$ cat src/slip_style_deframer_top_assert.svh
// Assertion macros for the deframer.
// Each macro takes a label, the clock, the active-low reset and two expressions.
`ifndef SLIP_STYLE_DEFRAMER_TOP_ASSERT_SVH
`define SLIP_STYLE_DEFRAMER_TOP_ASSERT_SVH

`ifndef SYNTHESIS

`define SDF_ASSERT_IMPLY(label, clk, rstn, ante, cons) \
    label: assert property (@(posedge clk) disable iff (!(rstn)) (ante) |-> (cons)) \
        else $error("deframer check failed: same-cycle implication");

`define SDF_ASSERT_NEXT(label, clk, rstn, ante, cons) \
    label: assert property (@(posedge clk) disable iff (!(rstn)) (ante) |=> (cons)) \
        else $error("deframer check failed: next-cycle implication");

`else

`define SDF_ASSERT_IMPLY(label, clk, rstn, ante, cons)
`define SDF_ASSERT_NEXT(label, clk, rstn, ante, cons)

`endif

`endif

$ cat src/slip_dfr_pkg.sv
`default_nettype none

package slip_dfr_pkg;

    // Framing bytes
    localparam logic [7:0] FRAME_END = 8'hC0;
    localparam logic [7:0] ESC       = 8'hDB;
    localparam logic [7:0] ESC_END   = 8'hDC;
    localparam logic [7:0] ESC_ESC   = 8'hDD;

    // Reset value of the frame length limit
    localparam logic [15:0] MAX_LEN_RESET = 16'd4096;

    // Result kind
    typedef enum logic [1:0] {
        ERR_NONE   = 2'd0,
        ERR_ESCAPE = 2'd1,
        ERR_LONG   = 2'd2
    } err_code_t;

endpackage

`default_nettype wire

$ cat src/slip_style_deframer_top.sv
// Channel   Dir  Handshake          Payload
// s_        in   s_valid/s_ready    s_in_byte[7:0]
// m_        out  m_valid/m_ready    m_out_byte[7:0], m_last, m_error_code[1:0]
// cfg_      in   cfg_wr_en          cfg_wr_data[15:0] (max_frame_len)
//
// One raw byte per cycle sustained while the result register is not stalled; a data
// byte goes through the input register and the hold stage into the result register.
// Throughput is set by the single decode stage, which updates the frame state.
// Reset (aresetn low, synchronous) clears frame state and both valid flags and
// sets max_frame_len to 4096.
// A stalled result register stops decode; s_ready drops once the input register is full.
`default_nettype none

`include "slip_style_deframer_top_assert.svh"

module slip_style_deframer_top (
    input  wire logic        aclk,
    input  wire logic        aresetn,
    // raw byte input
    input  wire logic        s_valid,
    output logic             s_ready,
    input  wire logic [7:0]  s_in_byte,
    // decoded output
    output logic             m_valid,
    input  wire logic        m_ready,
    output logic [7:0]       m_out_byte,
    output logic             m_last,
    output logic [1:0]       m_error_code,
    // configuration
    input  wire logic        cfg_wr_en,
    input  wire logic [15:0] cfg_wr_data
);

    // Input register
    logic       in_valid_reg;
    logic [7:0] in_byte_reg;

    // Frame state
    logic        in_frame_reg,   in_frame_next;
    logic        esc_reg,        esc_next;
    logic        held_valid_reg, held_valid_next;
    logic [7:0]  held_byte_reg,  held_byte_next;
    logic [15:0] frame_len_reg,  frame_len_next;
    logic [15:0] max_len_reg;

    // Result register
    logic                   out_valid_reg;
    logic [7:0]             out_byte_reg;
    logic                   out_last_reg;
    slip_dfr_pkg::err_code_t out_err_reg;

    // Decode results
    logic                    emit;
    logic [7:0]              emit_byte;
    logic                    emit_last;
    slip_dfr_pkg::err_code_t emit_err;
    logic                    dec_valid;
    logic [7:0]              dec_byte;

    logic proc_go;

    // Decode advances when the result register is free or draining
    assign proc_go = in_valid_reg && (!out_valid_reg || m_ready);
    assign s_ready = !in_valid_reg || proc_go;

    // Input register
    always_ff @(posedge aclk) begin
        if (!aresetn) begin
            in_valid_reg <= 1'b0;
        end else if (s_ready) begin
            in_valid_reg <= s_valid;
        end
        if (s_valid && s_ready) begin
            in_byte_reg <= s_in_byte;
        end
    end

    // Length limit register
    always_ff @(posedge aclk) begin
        if (!aresetn) begin
            max_len_reg <= slip_dfr_pkg::MAX_LEN_RESET;
        end else if (cfg_wr_en) begin
            max_len_reg <= cfg_wr_data;
        end
    end

    // Byte decode and frame state update
    always_comb begin
        in_frame_next   = in_frame_reg;
        esc_next        = esc_reg;
        held_valid_next = held_valid_reg;
        held_byte_next  = held_byte_reg;
        frame_len_next  = frame_len_reg;
        emit            = 1'b0;
        emit_byte       = 8'd0;
        emit_last       = 1'b0;
        emit_err        = slip_dfr_pkg::ERR_NONE;
        dec_valid       = 1'b0;
        dec_byte        = in_byte_reg;

        priority if (!in_frame_reg) begin
            // hunting: only a delimiter opens a frame
            if (in_byte_reg == slip_dfr_pkg::FRAME_END) begin
                in_frame_next   = 1'b1;
                held_valid_next = 1'b0;
                held_byte_next  = 8'd0;
                frame_len_next  = 16'd0;
            end
        end else if (esc_reg) begin
            esc_next = 1'b0;
            priority if (in_byte_reg == slip_dfr_pkg::ESC_END) begin
                dec_valid = 1'b1;
                dec_byte  = slip_dfr_pkg::FRAME_END;
            end else if (in_byte_reg == slip_dfr_pkg::ESC_ESC) begin
                dec_valid = 1'b1;
                dec_byte  = slip_dfr_pkg::ESC;
            end else begin
                // bad escape; a delimiter here still opens the next frame
                emit            = 1'b1;
                emit_err        = slip_dfr_pkg::ERR_ESCAPE;
                in_frame_next   = (in_byte_reg == slip_dfr_pkg::FRAME_END);
                held_valid_next = 1'b0;
                held_byte_next  = 8'd0;
                frame_len_next  = 16'd0;
            end
        end else if (in_byte_reg == slip_dfr_pkg::FRAME_END) begin
            // close frame, flush held byte with last mark
            emit            = held_valid_reg;
            emit_byte       = held_byte_reg;
            emit_last       = 1'b1;
            held_valid_next = 1'b0;
            held_byte_next  = 8'd0;
            frame_len_next  = 16'd0;
        end else if (in_byte_reg == slip_dfr_pkg::ESC) begin
            esc_next = 1'b1;
        end else begin
            dec_valid = 1'b1;
        end

        // Length check, then push through the hold stage
        if (dec_valid) begin
            if (frame_len_reg >= max_len_reg) begin
                emit            = 1'b1;
                emit_byte       = 8'd0;
                emit_last       = 1'b0;
                emit_err        = slip_dfr_pkg::ERR_LONG;
                in_frame_next   = 1'b0;
                esc_next        = 1'b0;
                held_valid_next = 1'b0;
                held_byte_next  = 8'd0;
                frame_len_next  = 16'd0;
            end else begin
                emit            = held_valid_reg;
                emit_byte       = held_byte_reg;
                emit_last       = 1'b0;
                frame_len_next  = frame_len_reg + 16'd1;
                held_valid_next = 1'b1;
                held_byte_next  = dec_byte;
            end
        end
    end

    // Frame state registers
    always_ff @(posedge aclk) begin
        if (!aresetn) begin
            in_frame_reg   <= 1'b0;
            esc_reg        <= 1'b0;
            held_valid_reg <= 1'b0;
            frame_len_reg  <= 16'd0;
        end else if (proc_go) begin
            in_frame_reg   <= in_frame_next;
            esc_reg        <= esc_next;
            held_valid_reg <= held_valid_next;
            frame_len_reg  <= frame_len_next;
        end
        if (proc_go) begin
            held_byte_reg <= held_byte_next;
        end
    end

    // Result register
    always_ff @(posedge aclk) begin
        if (!aresetn) begin
            out_valid_reg <= 1'b0;
        end else if (proc_go) begin
            out_valid_reg <= emit;
        end else if (m_ready) begin
            out_valid_reg <= 1'b0;
        end
        if (proc_go && emit) begin
            out_byte_reg <= emit_byte;
            out_last_reg <= emit_last;
            out_err_reg  <= emit_err;
        end
    end

    assign m_valid      = out_valid_reg;
    assign m_out_byte   = out_byte_reg;
    assign m_last       = out_last_reg;
    assign m_error_code = out_err_reg;

    // Checks
    `SDF_ASSERT_IMPLY(a_abort_clean, aclk, aresetn,
        out_valid_reg && (out_err_reg != slip_dfr_pkg::ERR_NONE),
        (out_byte_reg == 8'd0) && !out_last_reg)
    `SDF_ASSERT_IMPLY(a_held_counted, aclk, aresetn, held_valid_reg, frame_len_reg != 16'd0)
    `SDF_ASSERT_IMPLY(a_esc_in_frame, aclk, aresetn, esc_reg, in_frame_reg)
    `SDF_ASSERT_NEXT(a_abort_drops_hold, aclk, aresetn,
        proc_go && emit && (emit_err != slip_dfr_pkg::ERR_NONE), !held_valid_reg)

endmodule

`default_nettype wire

$ cat config.mk
export PLATFORM = sky130hd
export DESIGN_NAME = slip_style_deframer_top
export DESIGN_NICKNAME = d
export VERILOG_FILES = /design/src/slip_dfr_pkg.sv /design/src/slip_style_deframer_top.sv
export VERILOG_INCLUDE_DIRS = /design/src /design/src/src
export SDC_FILE = /design/constraint.sdc
export NUM_CORES = 1
export LEC_CHECK = 0
export BUFFER_PORTS_ARGS = -buffer_cell sky130_fd_sc_hd__buf_2
export CAP_MARGIN = 5
export CORE_ASPECT_RATIO = 0.7
export CORE_MARGIN = 3
export CORE_UTILIZATION = 60
export DETAILED_ROUTE_END_ITERATION = 16
export PLACE_DENSITY = 0.82
export SYNTH_ARGS = -nofsm -noshare
export SYNTH_HDL_FRONTEND = slang
export SYNTH_SLANG_ARGS = --single-unit
$ cat constraint.sdc
create_clock -name aclk -period 5.1 [get_ports aclk]
set_clock_uncertainty 0.1 [all_clocks]
set_input_delay 1.02 -clock aclk [delete_from_list [all_inputs] [get_ports aclk]]
set_output_delay 1.02 -clock aclk [all_outputs]
set_load 0.03 [all_outputs]
# Word level (Yosys, flattened, before mapping)
# Cells that the tools add are included.
dict set report word_totals {
  ff_bits 64
  latchBits 0
  ramBits 0
  mem_bits_ro 0
  input_bits 29
  output_inout_bits 13
  word_cells 95
  mem_count 0
}
dict set report op_classes {
  addsub 1
  multipliers 0
  div 0
  n_lt_le_gt_ge 1
  eq_ne 6
  n_shift 0
  n_mux 64
  bitwise_logic 1
  n_reduce_logical 10
}
# operator count
set ops {}
lappend ops {{8-bit two-way mux} 16}
lappend ops {{16-bit two-way mux} 7}
lappend ops {{1-bit two-way mux} 39}
lappend ops {{8-bit == test, second input constant} 4}
lappend ops {{16-bit by 1-bit adder with 16-bit output, second input constant} 1}
lappend ops {{16-bit greater-or-equal comparator} 1}
lappend ops {{4-bit inequality test, second input constant} 2}
lappend ops {{2-bit two-way mux} 2}
lappend ops {{1-bit logical AND} 3}
lappend ops {{3-bit AND reduction} 1}
lappend ops {{3-bit OR reduction} 1}
lappend ops {{1-bit zero test} 2}
lappend ops {{1-bit logical OR} 2}
lappend ops {{2-bit nonzero test} 1}
lappend ops {{1-bit NOT} 1}

# Depth between registers and ports, before layout
# Gate-level depths: netlist of the first run.
dict set report depth {
  word_depth 7
  depth_mapped 9
  mapped_depth_nobuf 8
}

# Worst setup path before layout of the first run
# No wires, ideal clock.
dict set report synth_path {
  kind {flip-flop to flip-flop}
  startpoint {register max_len_reg[15]}
  endpoint {register out_err_reg[0], in the netlist m_error_code[0] (enable)}
  setup_ps 378
  t_arrival_ps 2450
  required_ps 4622
  path_slack_ps 2173
  path_stages_with_launch 10
  n_path_buf 1
  period_less_slack_ps 2927
  cell_sequence {dfxtp_1 inv_1 ha_1 nand4_1 or4_1 o32a_1 nand3_2 buf_6 a21oi_1 nor3_2}
}
dict set report synth_via {
  elab_chain_cells 4
}
# element line
set synth_rtl {}
lappend synth_rtl {{start: declaration} slip_style_deframer_top.sv:44} ;# logic [15:0] max_len_reg;
lappend synth_rtl {{start signal: assignment} slip_style_deframer_top.sv:81} ;# max_len_reg <= slip_dfr_pkg::MAX_LEN_RESET;
lappend synth_rtl {{start signal: assignment} slip_style_deframer_top.sv:83} ;# max_len_reg <= cfg_wr_data;
lappend synth_rtl {{16-bit greater-or-equal comparator} slip_style_deframer_top.sv:142} ;# if (frame_len_reg >= max_len_reg) begin
lappend synth_rtl {{1-bit two-way mux} slip_style_deframer_top.sv:142}
lappend synth_rtl {{1-bit two-way mux} slip_style_deframer_top.sv:141} ;# if (dec_valid) begin
lappend synth_rtl {{1-bit logical AND} slip_style_deframer_top.sv:190} ;# if (proc_go && emit) begin
lappend synth_rtl {{end signal: assignment} slip_style_deframer_top.sv:193} ;# out_err_reg <= emit_err;
lappend synth_rtl {{end: declaration} slip_style_deframer_top.sv:50} ;# slip_dfr_pkg::err_code_t out_err_reg;
# Every way passes these cells.
# A chain may end at the register's enable or synchronous reset.

# Final worst setup path of the first run
dict set report layout_path {
  startpoint {register frame_len_reg[10]}
  endpoint {register out_err_reg[1], in the netlist m_error_code[1] (enable)}
}
dict set report layout_via {
  elab_chain_cells 4
}
# element line
set layout_rtl {}
lappend layout_rtl {{start: declaration} slip_style_deframer_top.sv:43} ;# logic [15:0] frame_len_reg, frame_len_next;
lappend layout_rtl {{start signal: assignment} slip_style_deframer_top.sv:174} ;# frame_len_reg <= frame_len_next;
lappend layout_rtl {{16-bit greater-or-equal comparator} slip_style_deframer_top.sv:142}
lappend layout_rtl {{1-bit two-way mux} slip_style_deframer_top.sv:142}
lappend layout_rtl {{1-bit two-way mux} slip_style_deframer_top.sv:141}
lappend layout_rtl {{1-bit logical AND} slip_style_deframer_top.sv:190}
# Every way passes these cells.

==> results.md, run 1 <==
Yosys:
- The most common cell in the netlist is sky130_fd_sc_hd__nand2_1.
- The post-synthesis adder-cell area fraction is 0.06415.
- Of all cell types, the one taking the most synthesized area is sky130_fd_sc_hd__edfxtp_1.
- Dividing the synthesized area by the synthesized cell count gives 9.667 um^2.
- The number of synthesis warnings is 0.
- The sequential area share after synthesis is 0.4679.
- The mapped netlist covers 3316 um^2.
- The fraction of synthesis flops using an asynchronous set or reset pin is 0.
- The number of standard cells after synthesis is 343.
- Sorting the synthesized cells by area gives the leading types as sky130_fd_sc_hd__edfxtp_1 (24%), sky130_fd_sc_hd__dfxtp_1 (22%), sky130_fd_sc_hd__ha_1 (6.4%).
- The number of nets handed over by synthesis was 389.
- The compound-cell area share of the yosys netlist is 0.1392.
- The largest family of logic cells by synthesized area is simple AND/OR/NAND/NOR gates.
- The share of synthesized area in the top cell type comes to 0.2445.
- The number of enable flip-flop cells after synthesis is 27.
- Of the total synthesized cell area, the portion taken by XOR and XNOR cells is 0.002642.
- The mux cell area share after synthesis is 0.05132.
- The most frequently used flop master after synthesis is sky130_fd_sc_hd__dfxtp_1.
- Of the total synthesized cell area, the portion taken by AND, OR, NAND and NOR gates is 0.2204.
- The commonest cells after synthesis are sky130_fd_sc_hd__nand2_1 (38), sky130_fd_sc_hd__dfxtp_1 (37), sky130_fd_sc_hd__edfxtp_1 (27).
- The distinct cell type count after synthesis is 51.
- In this run, synthesis produced a sequential element count of 64.

Finish:
- For this run, the number of standard cells in the final layout without fillers is 456.
- In the final layout, the share of cells above drive strength 1 is 0.1628.
- The net count of the finished layout is 428.
- The number of antenna diodes in the final layout is 0.
- The layout-stage area growth over the synthesis result is 12.15%.

Drt:
- After detailed routing, the average wire length per cell comes to 14.77 um.
- For this block, wires on met1 add up to 3331 um.
- The detailed-route wire length is 6734 um.
- The met3 wirelength from detailed routing is 592 um.
- The via count is 2586.
- The number of detailed-route iterations in the first pass is 5.
- The uppermost metal layer occupied by signal nets is met4.
- In the detailed route, the total length drawn on met2 is 2728 um.
- The initial detailed-routing violation count is 198.
- Using the TritonRoute via totals, the vias-per-cell ratio works out to 5.671.
- For this run, design rule violations remaining after detail routing come to 0.
- In this run the remaining antenna-violating nets after routing total 0.

Floorplan:
- The die height is 68.20 um.
- The initial utilization of the core area, before any placement, comes to 0.6572.
- For this design the top-level I/O count stands at 42.
- The die area is 6468 um^2.
- The core area is 5045 um^2.
- The chip width is 94.85 um.
- The number of rows created at floorplan is 21.

Critical path:
- Walking the worst path, the cells encountered are ha_1 > nand4_1 > or4_1 > o32a_1 > nand3_2 > a21oi_1 > nor3_2.
- For the worst setup path, the data arrival time is 3.28 ns.
- For flop-to-flop paths, the worst setup slack is 1.69 ns.
- Measured in cells, the most critical reg-to-reg path has a length of 7.
- Of all nets on the critical path, the largest fanout is 22.
- The worst register-to-register path ends at m_error_code[1]$_SDFFCE_PP0P_.
- By startpoint and endpoint, the worst setup path is classified as flop to flop.
- The category of the worst setup path capture point is a flop.
- Among all stages on the critical path, the largest delay is contributed by sky130_fd_sc_hd__nor3_2.
- In this run the worst setup path terminates at m_error_code[1]$_SDFFCE_PP0P_.
- In this design, the stage delay of the slowest critical-path cell is 0.69 ns.
- The worst setup path is launched from a flop.
- The most critical setup path has its startpoint at frame_len_reg[10]$_SDFFE_PN0P_.
- The required time at the worst-slack endpoint is 4.97 ns.
- The launch point of the worst reg-to-reg path is frame_len_reg[10]$_SDFFE_PN0P_.

Run:
- The tool flagged a number of max-cap violations equal to 0.

Power and ir drop:
- The fraction of power spent switching nets is 0.2507.
- Cell internal power was estimated by the tool at 753.8 uW.
- The worst supply voltage drop on vdd is 199.8 uV.
- The static leakage is 1.496 nW.
- In this run the power density over the cells is 270.5 nW/um^2.
- The share of power burned in combinational logic is 0.064.
- The share of total power dissipated in sequential elements is 0.556.
- The switching power summed over all nets is 252.2 uW.
- Of the total power, the clock network draws 0.380.

Clock tree:
- Clock latency on the worst-skew pair, taken at its later pin, is 0.35 ns.
- The number of levels in the clock H-tree is 3.
- The maximum count of clock buffers along a single path is 2.
- The total CTS buffers is 9.
- After clock tree synthesis, the clock-pin slew on the worst setup and hold paths is 0.07 ns.
- The number of hold buffers added after CTS is 0.
- After clock tree synthesis, the setup repair step added 0 buffers.
- The CTS root buffer is sky130_fd_sc_hd__clkbuf_8.
- The CTS tree is done.
- The post-cts sizing count is 0.
- The count of clock tree sinks is 64.

Timing:
- The total count of max-transition violations in the final report came to 0.
- The headroom to the max-slew limit is 0.4651.
- The number of hold-slack violations in the final timing report is 0.
- For the pin with the worst max-slew slack, the measured transition is 0.7980 ns.
- Setup violations remaining at the end of the flow were counted as 0.
- The smallest clock period supported by the final layout is computed as 3.407 ns.
- Derived from the worst setup path, the maximum achievable clock frequency is 0.2935 GHz.
- Setup repair after global routing left no endpoint under its margin.
- In the final timing run, aggregate negative setup slack is 0 ns.
- Of the available clock period, the critical path in the final layout requires 0.6681.

GRT:
- The total track usage is 0.2247.
- The pin count of the biggest net entering global routing is 44.
- The initial antenna violation count is 0.
- After global routing the overflow that remains totals 0.
- The number of global-route vias before repair is 2197.
- The global-route wire length before repair is 10850 um.

Placement:
- The routability-driven placement congestion ratio is 0.8850.
- Input and output buffers added on the ports amount to 41.
- The post-detailed-placement half-perimeter wirelength is 4696 um.
- The number of placed instances, taps included, is 439.

Min path:
- The min-delay analysis places its worst path in the category flop to flop.

Outcome:
- The run finished with clean final reports.
layer usage:
metal / GRT usage / up-vias
li1: - / 1308
met1: 0.3296 / 1149
met2: 0.3134 / 119
met3: 0.06923 / 10
met4: 0.07554 / 0
met5: 0 / -
cells in the final DEF, fill, tap and decap left out, types with 2 or more instances in the layout:
cell,Yosys,final
sky130_fd_sc_hd__buf_2,3,41
sky130_fd_sc_hd__nand2_1,38,38
sky130_fd_sc_hd__dfxtp_1,37,37
sky130_fd_sc_hd__edfxtp_1,27,27
sky130_fd_sc_hd__inv_1,25,25
sky130_fd_sc_hd__nor2b_1,18,18
sky130_fd_sc_hd__mux2i_1,17,17
sky130_fd_sc_hd__ha_1,17,17
sky130_fd_sc_hd__o21ai_0,16,16
sky130_fd_sc_hd__and2_1,15,15
sky130_fd_sc_hd__nand3_1,14,14
sky130_fd_sc_hd__a21oi_1,12,12
sky130_fd_sc_hd__o21a_1,11,11
sky130_fd_sc_hd__nor2_1,9,9
sky130_fd_sc_hd__clkbuf_8,0,9
sky130_fd_sc_hd__nand4_1,8,8
sky130_fd_sc_hd__nor4_1,7,7
sky130_fd_sc_hd__a22o_1,5,5
sky130_fd_sc_hd__and3_1,4,4
sky130_fd_sc_hd__nor3_1,4,4
sky130_fd_sc_hd__or3_1,4,4
sky130_fd_sc_hd__o31ai_1,3,3
sky130_fd_sc_hd__nand2b_1,2,2
sky130_fd_sc_hd__or4_1,2,2
sky130_fd_sc_hd__o31a_1,2,2
sky130_fd_sc_hd__o21ai_1,2,2
sky130_fd_sc_hd__o211ai_1,2,2
sky130_fd_sc_hd__a211o_1,2,2
sky130_fd_sc_hd__a21boi_1,2,2
sky130_fd_sc_hd__a31o_1,2,2
sky130_fd_sc_hd__nand3b_1,2,2
sky130_fd_sc_hd__clkinv_4,0,2
sky130_fd_sc_hd__clkinv_2,0,2
sky130_fd_sc_hd__buf_4,0,2
area by class of cell:
| cell class | count | area [um^2] |
|---|---|---|
| clock buffers | 9 | 123.9 |
| repair buffers | 44 | 231.5 |
| inverters | 25 | 93.84 |
| clock inverters | 7 | 47.55 |
| multi-input cells | 238 | 1584 |
| fillers | 380 | 1326 |
| well taps | 69 | 86.33 |
| flip-flops and latches | 64 | 1551 |
power groups by stage:
stage	logic, mW	registers, mW	clock network, mW
4_1_cts	0.0645	0.559	0.386
6_report	0.0644	0.559	0.382
3_5_place_dp	0.0639	0.570	0
5_1_grt	0.0725	0.561	0.411
3_3_place_gp	0.0617	0.569	0
2_1_floorplan	0.0440	0.566	0
how the worst min path moves through the flow:
stage | start | to | slack [ns] | cells after the start
floorplan | max_len_reg[12]$_SDFFE_PN1P_ | max_len_reg[12]$_SDFFE_PN1P_ | 0.36 | 2
global placement | max_len_reg[12]$_SDFFE_PN1P_ | max_len_reg[12]$_SDFFE_PN1P_ | 0.38 | 2
detailed placement | max_len_reg[12]$_SDFFE_PN1P_ | max_len_reg[12]$_SDFFE_PN1P_ | 0.39 | 2
CTS | max_len_reg[12]$_SDFFE_PN1P_ | max_len_reg[12]$_SDFFE_PN1P_ | 0.40 | 2
global route | max_len_reg[12]$_SDFFE_PN1P_ | max_len_reg[12]$_SDFFE_PN1P_ | 0.43 | 2
finish | max_len_reg[12]$_SDFFE_PN1P_ | max_len_reg[12]$_SDFFE_PN1P_ | 0.40 | 2
per-stage QoR:
| stage | total power [mW] | area (um^2) | setup WS [ns] | utilization | hold WS [ns] |
|---|---|---|---|---|---|
| after floorplan | 0.6103 | 3316 | 2.173 | - | 0.3593 |
| after global placement | 0.6311 | 3536 | 1.792 | 0.7009 | 0.3770 |
| after detailed placement | 0.6342 | 3536 | 1.725 | 0.7009 | 0.3893 |
| after CTS | 1.010 | 3707 | 1.690 | 0.7349 | 0.4034 |
| after global routing | 1.045 | 3719 | 1.451 | 0.7371 | 0.4283 |
| final | 1.006 | 3719 | 1.693 | 0.7371 | 0.4024 |
worst max-delay path, delay by kind of cell, from the launching register on:
family	cells	cell delay, ns
adders and majority gates	1	0.34
and+or+nand+nor	4	1.70
AOI/OAI and AO/OA	2	0.49
DFF	1	0.40
cells by family after synthesis:
kind of cell    Yosys count
mux                      17
fa+ha+maj                17
flops                    64
compound gates           68
simple gates            135
buf+inv                  41
xor+xnor                  1
(Power assumes the default switching activity.)
==> run 2, diff against run 1 <==
CORE_UTILIZATION = 58   (was 60)
PLACE_DENSITY = 0.8   (was 0.82)
clock period = 3.4 ns   (was 5.1 ns; I/O delays follow)
==> results.md, run 2 (synthesis results as in run 1) <==
Clock tree:
- The number of levels in the clock H-tree is 3.
- CTS placed an instance of sky130_fd_sc_hd__clkbuf_8 at the clock tree root.
- The maximum count of clock buffers along a single path is 2.
- The count of clock tree sinks is 64.
- TritonCTS built the clock tree.
- The post-CTS clock slew at the launch and capture registers of the worst setup and hold paths is 0.07 ns.
- Counting the buffers created by CTS gives 9.
- The number of hold buffers added after CTS is 0.
- For the worst-skew pair, the clock arrives at the later sink with an insertion delay of 0.35 ns.

Placement:
- The number of placed instances, taps included is 444.
- The wire-length estimate of the detail-placed layout is 4928 um.
- At the end of routability-driven placement, the weighted congestion stood at 0.8715.
- The count of buffers from port buffering is 41.

GRT:
- The number of global-route vias before repair is 2477.
- Entering global routing, the biggest net connects 44 pins.
- Summed over all layers, the global routing overflow is 0.
- The initial antenna violation count is 0.
- The first global-routing pass estimated 11690 um of wire.
- For this run, the total global-route usage over all layers was measured as 0.2248.

Floorplan:
- For this configuration, the core starts out at a cell density of 0.6177.
- The die height is 69.26 um.
- Row generation in the floorplan step produced 22 rows.
- Measured along the x axis, the die boundary spans 96.37 um.
- The number of top-level pins is 42.
- The core area is 5368 um^2.
- The floorplan step defined a die boundary enclosing 6675 um^2.

Drt:
- After the first detailed-routing iteration, the DRC count stood at 238.
- The via count is 2728.
- For this run, design rule violations remaining after detail routing come to 0.
- Summed over all layers, the routed wires come to 7003 um.
- After detailed routing, the number of vias per cell comes to 5.930.
- The wire length per cell is 15.22 um.
- In this run the remaining antenna-violating nets after routing total 0.
- The first TritonRoute pass finished after 5 iterations.

Timing:
- The final setup violation count is 0.
- The upper clock frequency limit is 0.3225 GHz.
- The number of hold-slack violations in the final timing report was 0.
- At the pin with the least slew margin, the transition time is 0.8284 ns.
- The smallest clock period supported by the final layout is computed as 3.100 ns.
- The total count of max-transition violations in the final report is 0.
- The share of the clock period used by the worst path is 0.9119.
- Headroom to the max-slew limit came out at 0.4447.
- Setup repair after global routing left no endpoint under its margin.
- The accumulated negative setup slack is 0 ns.

Finish:
- The non-filler instance count after layout is 460.
- From synthesis to final layout, the design area changed by 13.62%.
- The fill cell instance count of the final layout is 441.
- In the final design database the tool counted 429 nets.
- Of the cells placed in the final design, the portion with a size suffix greater than 1 is 0.1624.
- The library cells used most frequently in the layout, excluding fill and tap cells, are sky130_fd_sc_hd__buf_2 (41), sky130_fd_sc_hd__nand2_1 (38), sky130_fd_sc_hd__dfxtp_1 (37).
- The library cell used most frequently in the layout, excluding fill and tap cells, is sky130_fd_sc_hd__buf_2.
- The repair_antennas step left the layout with diodes totalling 0.

Run:
- The number of violations of the max-capacitance limit is 0.

Min path:
- In this run the worst hold path is classified as input pin to flop.

Power and ir drop:
- The total power per unit cell area is 434.0 nW/um^2.
- The worst supply voltage drop on vdd is 239.7 uV.
- The static leakage is 1.512 nW.

Critical path:
- The worst setup path is captured at a flop.
- The critical path in this run is classified as flop to flop.
- The maximum fanout encountered on the critical timing path is 11.
- Data on the critical path is required at its endpoint by 3.28 ns.
- The worst setup path is launched from a flop.
- The endpoint arrival time on the critical path is 2.98 ns.

Outcome:
- The flow ran to the end, and the final reports show no timing, DRC or antenna violations.
## run 2: changes by cell type in the layout (fill, tap and decap cells not counted), sizes merged
cell      previous run  this run
buf                 44        45
bufinv               0         2
clkbuf               9        10
clkinv               5         2
clkinvlp             1         2
inv                 26        25
## run 2: path summary, 6_finish.rpt
check                                      start                            to  slack (ns)  depth (start not counted)
setup reg to reg  frame_len_reg[11]$_SDFFE_PN0P_       m_out_byte[1]$_DFFE_PP_        0.30                          7
setup / recovery  frame_len_reg[11]$_SDFFE_PN0P_       m_out_byte[1]$_DFFE_PP_        0.30                          7
hold reg to reg     max_len_reg[12]$_SDFFE_PN1P_  max_len_reg[12]$_SDFFE_PN1P_        0.41                          2
hold / removal                      s_in_byte[7]      in_byte_reg[7]$_DFFE_PP_        0.40                          1
## run 2: power breakdown
group | leakage [nW] | switching [mW] | internal, mW
Combinational | 0.830 | 0.0531 | 0.0441
Sequential | 0.581 | 0.0154 | 0.824
Clock | 0.0999 | 0.290 | 0.409
## run 2: routing by layer
metal | share of wire | vias to the layer above | GRT usage | wire length (um)
met5 | 0 | - | 0 | 0
met4 | 0.0079 | 0 | 0.06998 | 55
met3 | 0.099 | 6 | 0.07375 | 690
met2 | 0.43 | 135 | 0.3083 | 3031
met1 | 0.46 | 1279 | 0.3336 | 3225
li1 | - | 1308 | - | -
## run 2: critical path, cell delays in order (launching register included)
cell and delay, ns:
sky130_fd_sc_hd__dfxtp_1 0.38, sky130_fd_sc_hd__ha_1 0.35, sky130_fd_sc_hd__nand4_1 0.15, sky130_fd_sc_hd__or4_1 0.53
sky130_fd_sc_hd__o32a_1 0.35, sky130_fd_sc_hd__nand3_2 0.10, sky130_fd_sc_hd__a21oi_1 0.07, sky130_fd_sc_hd__nor3_2 0.69
## run 2: timing repair
| action | in CTS | in global routing |
|---|---|---|
| endpoints found under the hold margin | 0 | 0 |
| resized for setup | 0 | 1 |
| setup endpoints to repair | 0 | 8 |
| setup buffers | 0 | 0 |
## run 2: stage by stage
step | util | setup slack (ns) | hold slack [ns] | power, mW | cell area, um^2
2_1_floorplan | - | 0.4727 | 0.3593 | 0.9155 | 3316
3_3_place_gp | 0.6622 | 0.3423 | 0.3924 | 0.9471 | 3555
3_5_place_dp | 0.6622 | 0.2893 | 0.3975 | 0.9525 | 3555
4_1_cts | 0.7016 | 0.2693 | 0.3943 | 1.646 | 3766
5_1_grt | 0.7019 | 0.09384 | 0.3905 | 1.696 | 3767
6_report | 0.7019 | 0.2996 | 0.4030 | 1.635 | 3767
## run 2: layout make-up
class                           instances  area, um^2  share of cell area
Clock buffer                           10       127.6             0.03388
Sequential cell                        64        1551              0.4118
Inverter                               25       93.84             0.02491
Multi-Input combinational cell        238        1585              0.4208
Timing Repair Buffer                   45       235.2             0.06244
Tap cell                               72       90.09             0.02391
Clock inverter                          6       83.83             0.02225
==> run 3, diff against run 2 <==
PLACE_DENSITY = 0.91   (was 0.8)
RECOVER_POWER = 50   (was not set)
==> results.md, run 3 (synthesis results as in run 1) <==
Outcome:
- The run finished, with violations left.
- The checks that failed: max-capacitance violations, max-slew violations.

Power and ir drop:
- In this run the power density over the cells is 431.3 nW/um^2.
- In this run the static leakage power is 1.471 nW.
- VDD sags by at most 235.8 uV.

Finish:
- The layout-stage area growth over the synthesis result is 13.09%.
- The repair_antennas step left the layout with diodes totalling 0.
- The top cell types in the final layout, fill and taps aside, are sky130_fd_sc_hd__nand2_1 (38), sky130_fd_sc_hd__dfxtp_1 (37), sky130_fd_sc_hd__buf_2 (30).
- Leaving out fill and tap cells, the most frequent cell in the layout is sky130_fd_sc_hd__nand2_1.
- The share of post-route cells with drive strength above 1 is 0.1314.
- At the end of the flow, the number of nets in the layout was 429.

Clock tree:
- The CTS root buffer is sky130_fd_sc_hd__clkbuf_8.
- The clock net in this run drives a total of 64 sinks.
- Counting the buffers created by CTS gives 9.
- CTS built an H-tree with a depth of 3.
- The CTS tree is done.
- The number of buffers inserted by post-CTS setup repair is 0.
- The post-CTS clock slew at the launch and capture registers of the worst setup and hold paths is 0.06 ns.
- No sink is reached through more buffers than the 2 on the longest clock path.
- Buffers inserted to repair hold after CTS numbered 0.
- The post-cts sizing count is 0.
- The clock latency at the later pin of the worst-skew pair is 0.34 ns.

Critical path:
- Traced cell by cell, the critical path runs through ha_1 > nand4_1 > or4_1 > o32a_1 > nand3_2 > a21oi_1 > nor3_2.
- Along the worst path, the maximum fanout reaches 11.
- In this run the register-to-register setup slack is 0.24 ns.
- The worst register-to-register path begins at frame_len_reg[11]$_SDFFE_PN0P_.
- The largest individual stage delay along the critical path comes from the cell sky130_fd_sc_hd__nor3_2.
- The kind of critical path is flop to flop.
- The worst setup path is launched from a flop.
- The worst setup path is captured at a flop.
- The destination of the worst register-to-register timing path is m_out_byte[6]$_DFFE_PP_.
- The largest single stage delay on the critical path is 0.76 ns.
- The depth of the most critical reg-to-reg path is 7.
- At the worst endpoint, the required time is 3.26 ns.
- The endpoint arrival time on the critical path is 3.03 ns.

Floorplan:
- The floorplan has 22 rows.
- The initial utilization of the core area, before any placement, comes to 0.6177.
- Measured along the y axis, the die boundary spans 69.26 um.
- The chip width is 96.37 um.
- The floorplan step defined a die boundary enclosing 6675 um^2.
- The number of top-level pins is 42.
- The region available for standard cell placement spans 5368 um^2.

Timing:
- Setup violations remaining at the end of the flow were counted as 0.
- The upper clock frequency limit is 0.3162 GHz.
- The worst pin sits at a relative slew slack of -0.07823.
- The share of the clock period used by the worst path is 0.9303.
- Summed over all failing endpoints, the final setup total negative slack is 0 ns.
- The total count of max-transition violations in the final report was 44.
- The final critical delay including setup and external delays is 3.163 ns.
- The final hold slack is 0.3965 ns.
- Setup repair after global routing left no endpoint under its margin.
- At the pin with the least slew margin, the transition time is 1.617 ns.
- The number of hold-slack violations in the final timing report was 0.

Drt:
- In the routed design, unresolved DRC markers number 0.
- After detailed routing, the total wire length is 7118 um.
- The wire length per cell is 15.47 um.
- After the first detailed-routing iteration, the DRC count stood at 239.
- The per-cell via count in the routed design is 5.859.
- The pre-antenna-repair detailed-routing pass consisted of 5 iterations.
- The number of nets with antenna violations after routing is 0.
- Detailed routing inserted a total of 2695 vias.

GRT:
- The initial antenna violation count was 0.
- The total track usage is 0.2211.
- The first global-routing pass estimated 11540 um of wire.
- The pin count of the biggest net entering global routing is 44.
- The total global routing overflow is 0.
- The number of global-route vias before repair was 2475.

Run:
- Max-cap violations in this run came to 1.

Min path:
- The worst hold path was traced through 2 stages.
- The critical hold path startpoint is max_len_reg[12]$_SDFFE_PN1P_.
- The end point of the most critical hold path is max_len_reg[12]$_SDFFE_PN1P_.
- The min-delay analysis places its worst path in the category flop to flop.

Placement:
- The routability-driven placement congestion ratio is 0.8957.
- The count of buffers from port buffering is 41.
- The post-detailed-placement half-perimeter wirelength is 4941 um.
[run 3: metrics by stage]
| stage | instance area, um^2 | total power [mW] | cells | util | setup WS, ns |
|---|---|---|---|---|---|
| 2_1_floorplan | 3316 | 0.9155 | 343 | - | 0.4727 |
| 3_3_place_gp | 3555 | 0.9456 | 444 | 0.6622 | 0.3969 |
| 3_5_place_dp | 3555 | 0.9508 | 444 | 0.6622 | 0.2992 |
| 4_1_cts | 3764 | 1.627 | 460 | 0.7012 | 0.2676 |
| 5_1_grt | 3750 | 1.674 | 460 | 0.6986 | 0.02663 |
| 6_report | 3750 | 1.617 | 460 | 0.6986 | 0.2371 |
[run 3: report_power, final]
group / switching, mW / internal, mW / total [mW]
Sequential: 0.0147 / 0.824 / 0.838
Combinational: 0.0538 / 0.0440 / 0.0979
Clock: 0.278 / 0.403 / 0.681
Total: 0.347 / 1.27 / 1.62
[run 3: layout make-up]
cell class / count / area, um^2
multi-input combinational: 238 / 1584
timing repair buffer: 45 / 221.5
tap: 72 / 90.09
clock buffer: 14 / 173.9
inverter: 25 / 93.84
clock inverter: 2 / 35.03
fill: 403 / 1618
sequential: 64 / 1551
[run 3: worst max-delay path by stage]
stage | start | to | slack, ns
after floorplan | max_len_reg[15]$_SDFFE_PN0P_ | m_error_code[0]$_DFFE_PP_ | 0.47
after global placement | frame_len_reg[11]$_SDFFE_PN0P_ | m_out_byte[2]$_DFFE_PP_ | 0.40
after detailed placement | frame_len_reg[11]$_SDFFE_PN0P_ | m_out_byte[0]$_DFFE_PP_ | 0.30
after CTS | frame_len_reg[11]$_SDFFE_PN0P_ | m_out_byte[5]$_DFFE_PP_ | 0.27
after global routing | frame_len_reg[0]$_SDFFE_PN0P_ | m_out_byte[3]$_DFFE_PP_ | 0.03
final | frame_len_reg[11]$_SDFFE_PN0P_ | m_out_byte[6]$_DFFE_PP_ | 0.24
[run 3: critical path, delay by kind of cell, from the launching register on]
family / cells / cell delay, ns
compound gates: 2 / 0.44
simple gates: 4 / 1.53
flops: 1 / 0.38
fa+ha+maj: 1 / 0.34
[run 3: metal layers]
metal	up-vias	global-route usage	wire, um	share of wire
met5	-	0	0	0
met4	0	0.06065	133	0.019
met3	18	0.07375	676	0.095
met2	128	0.3298	3210	0.45
met1	1233	0.3069	3098	0.44
li1	1316	-	-	-
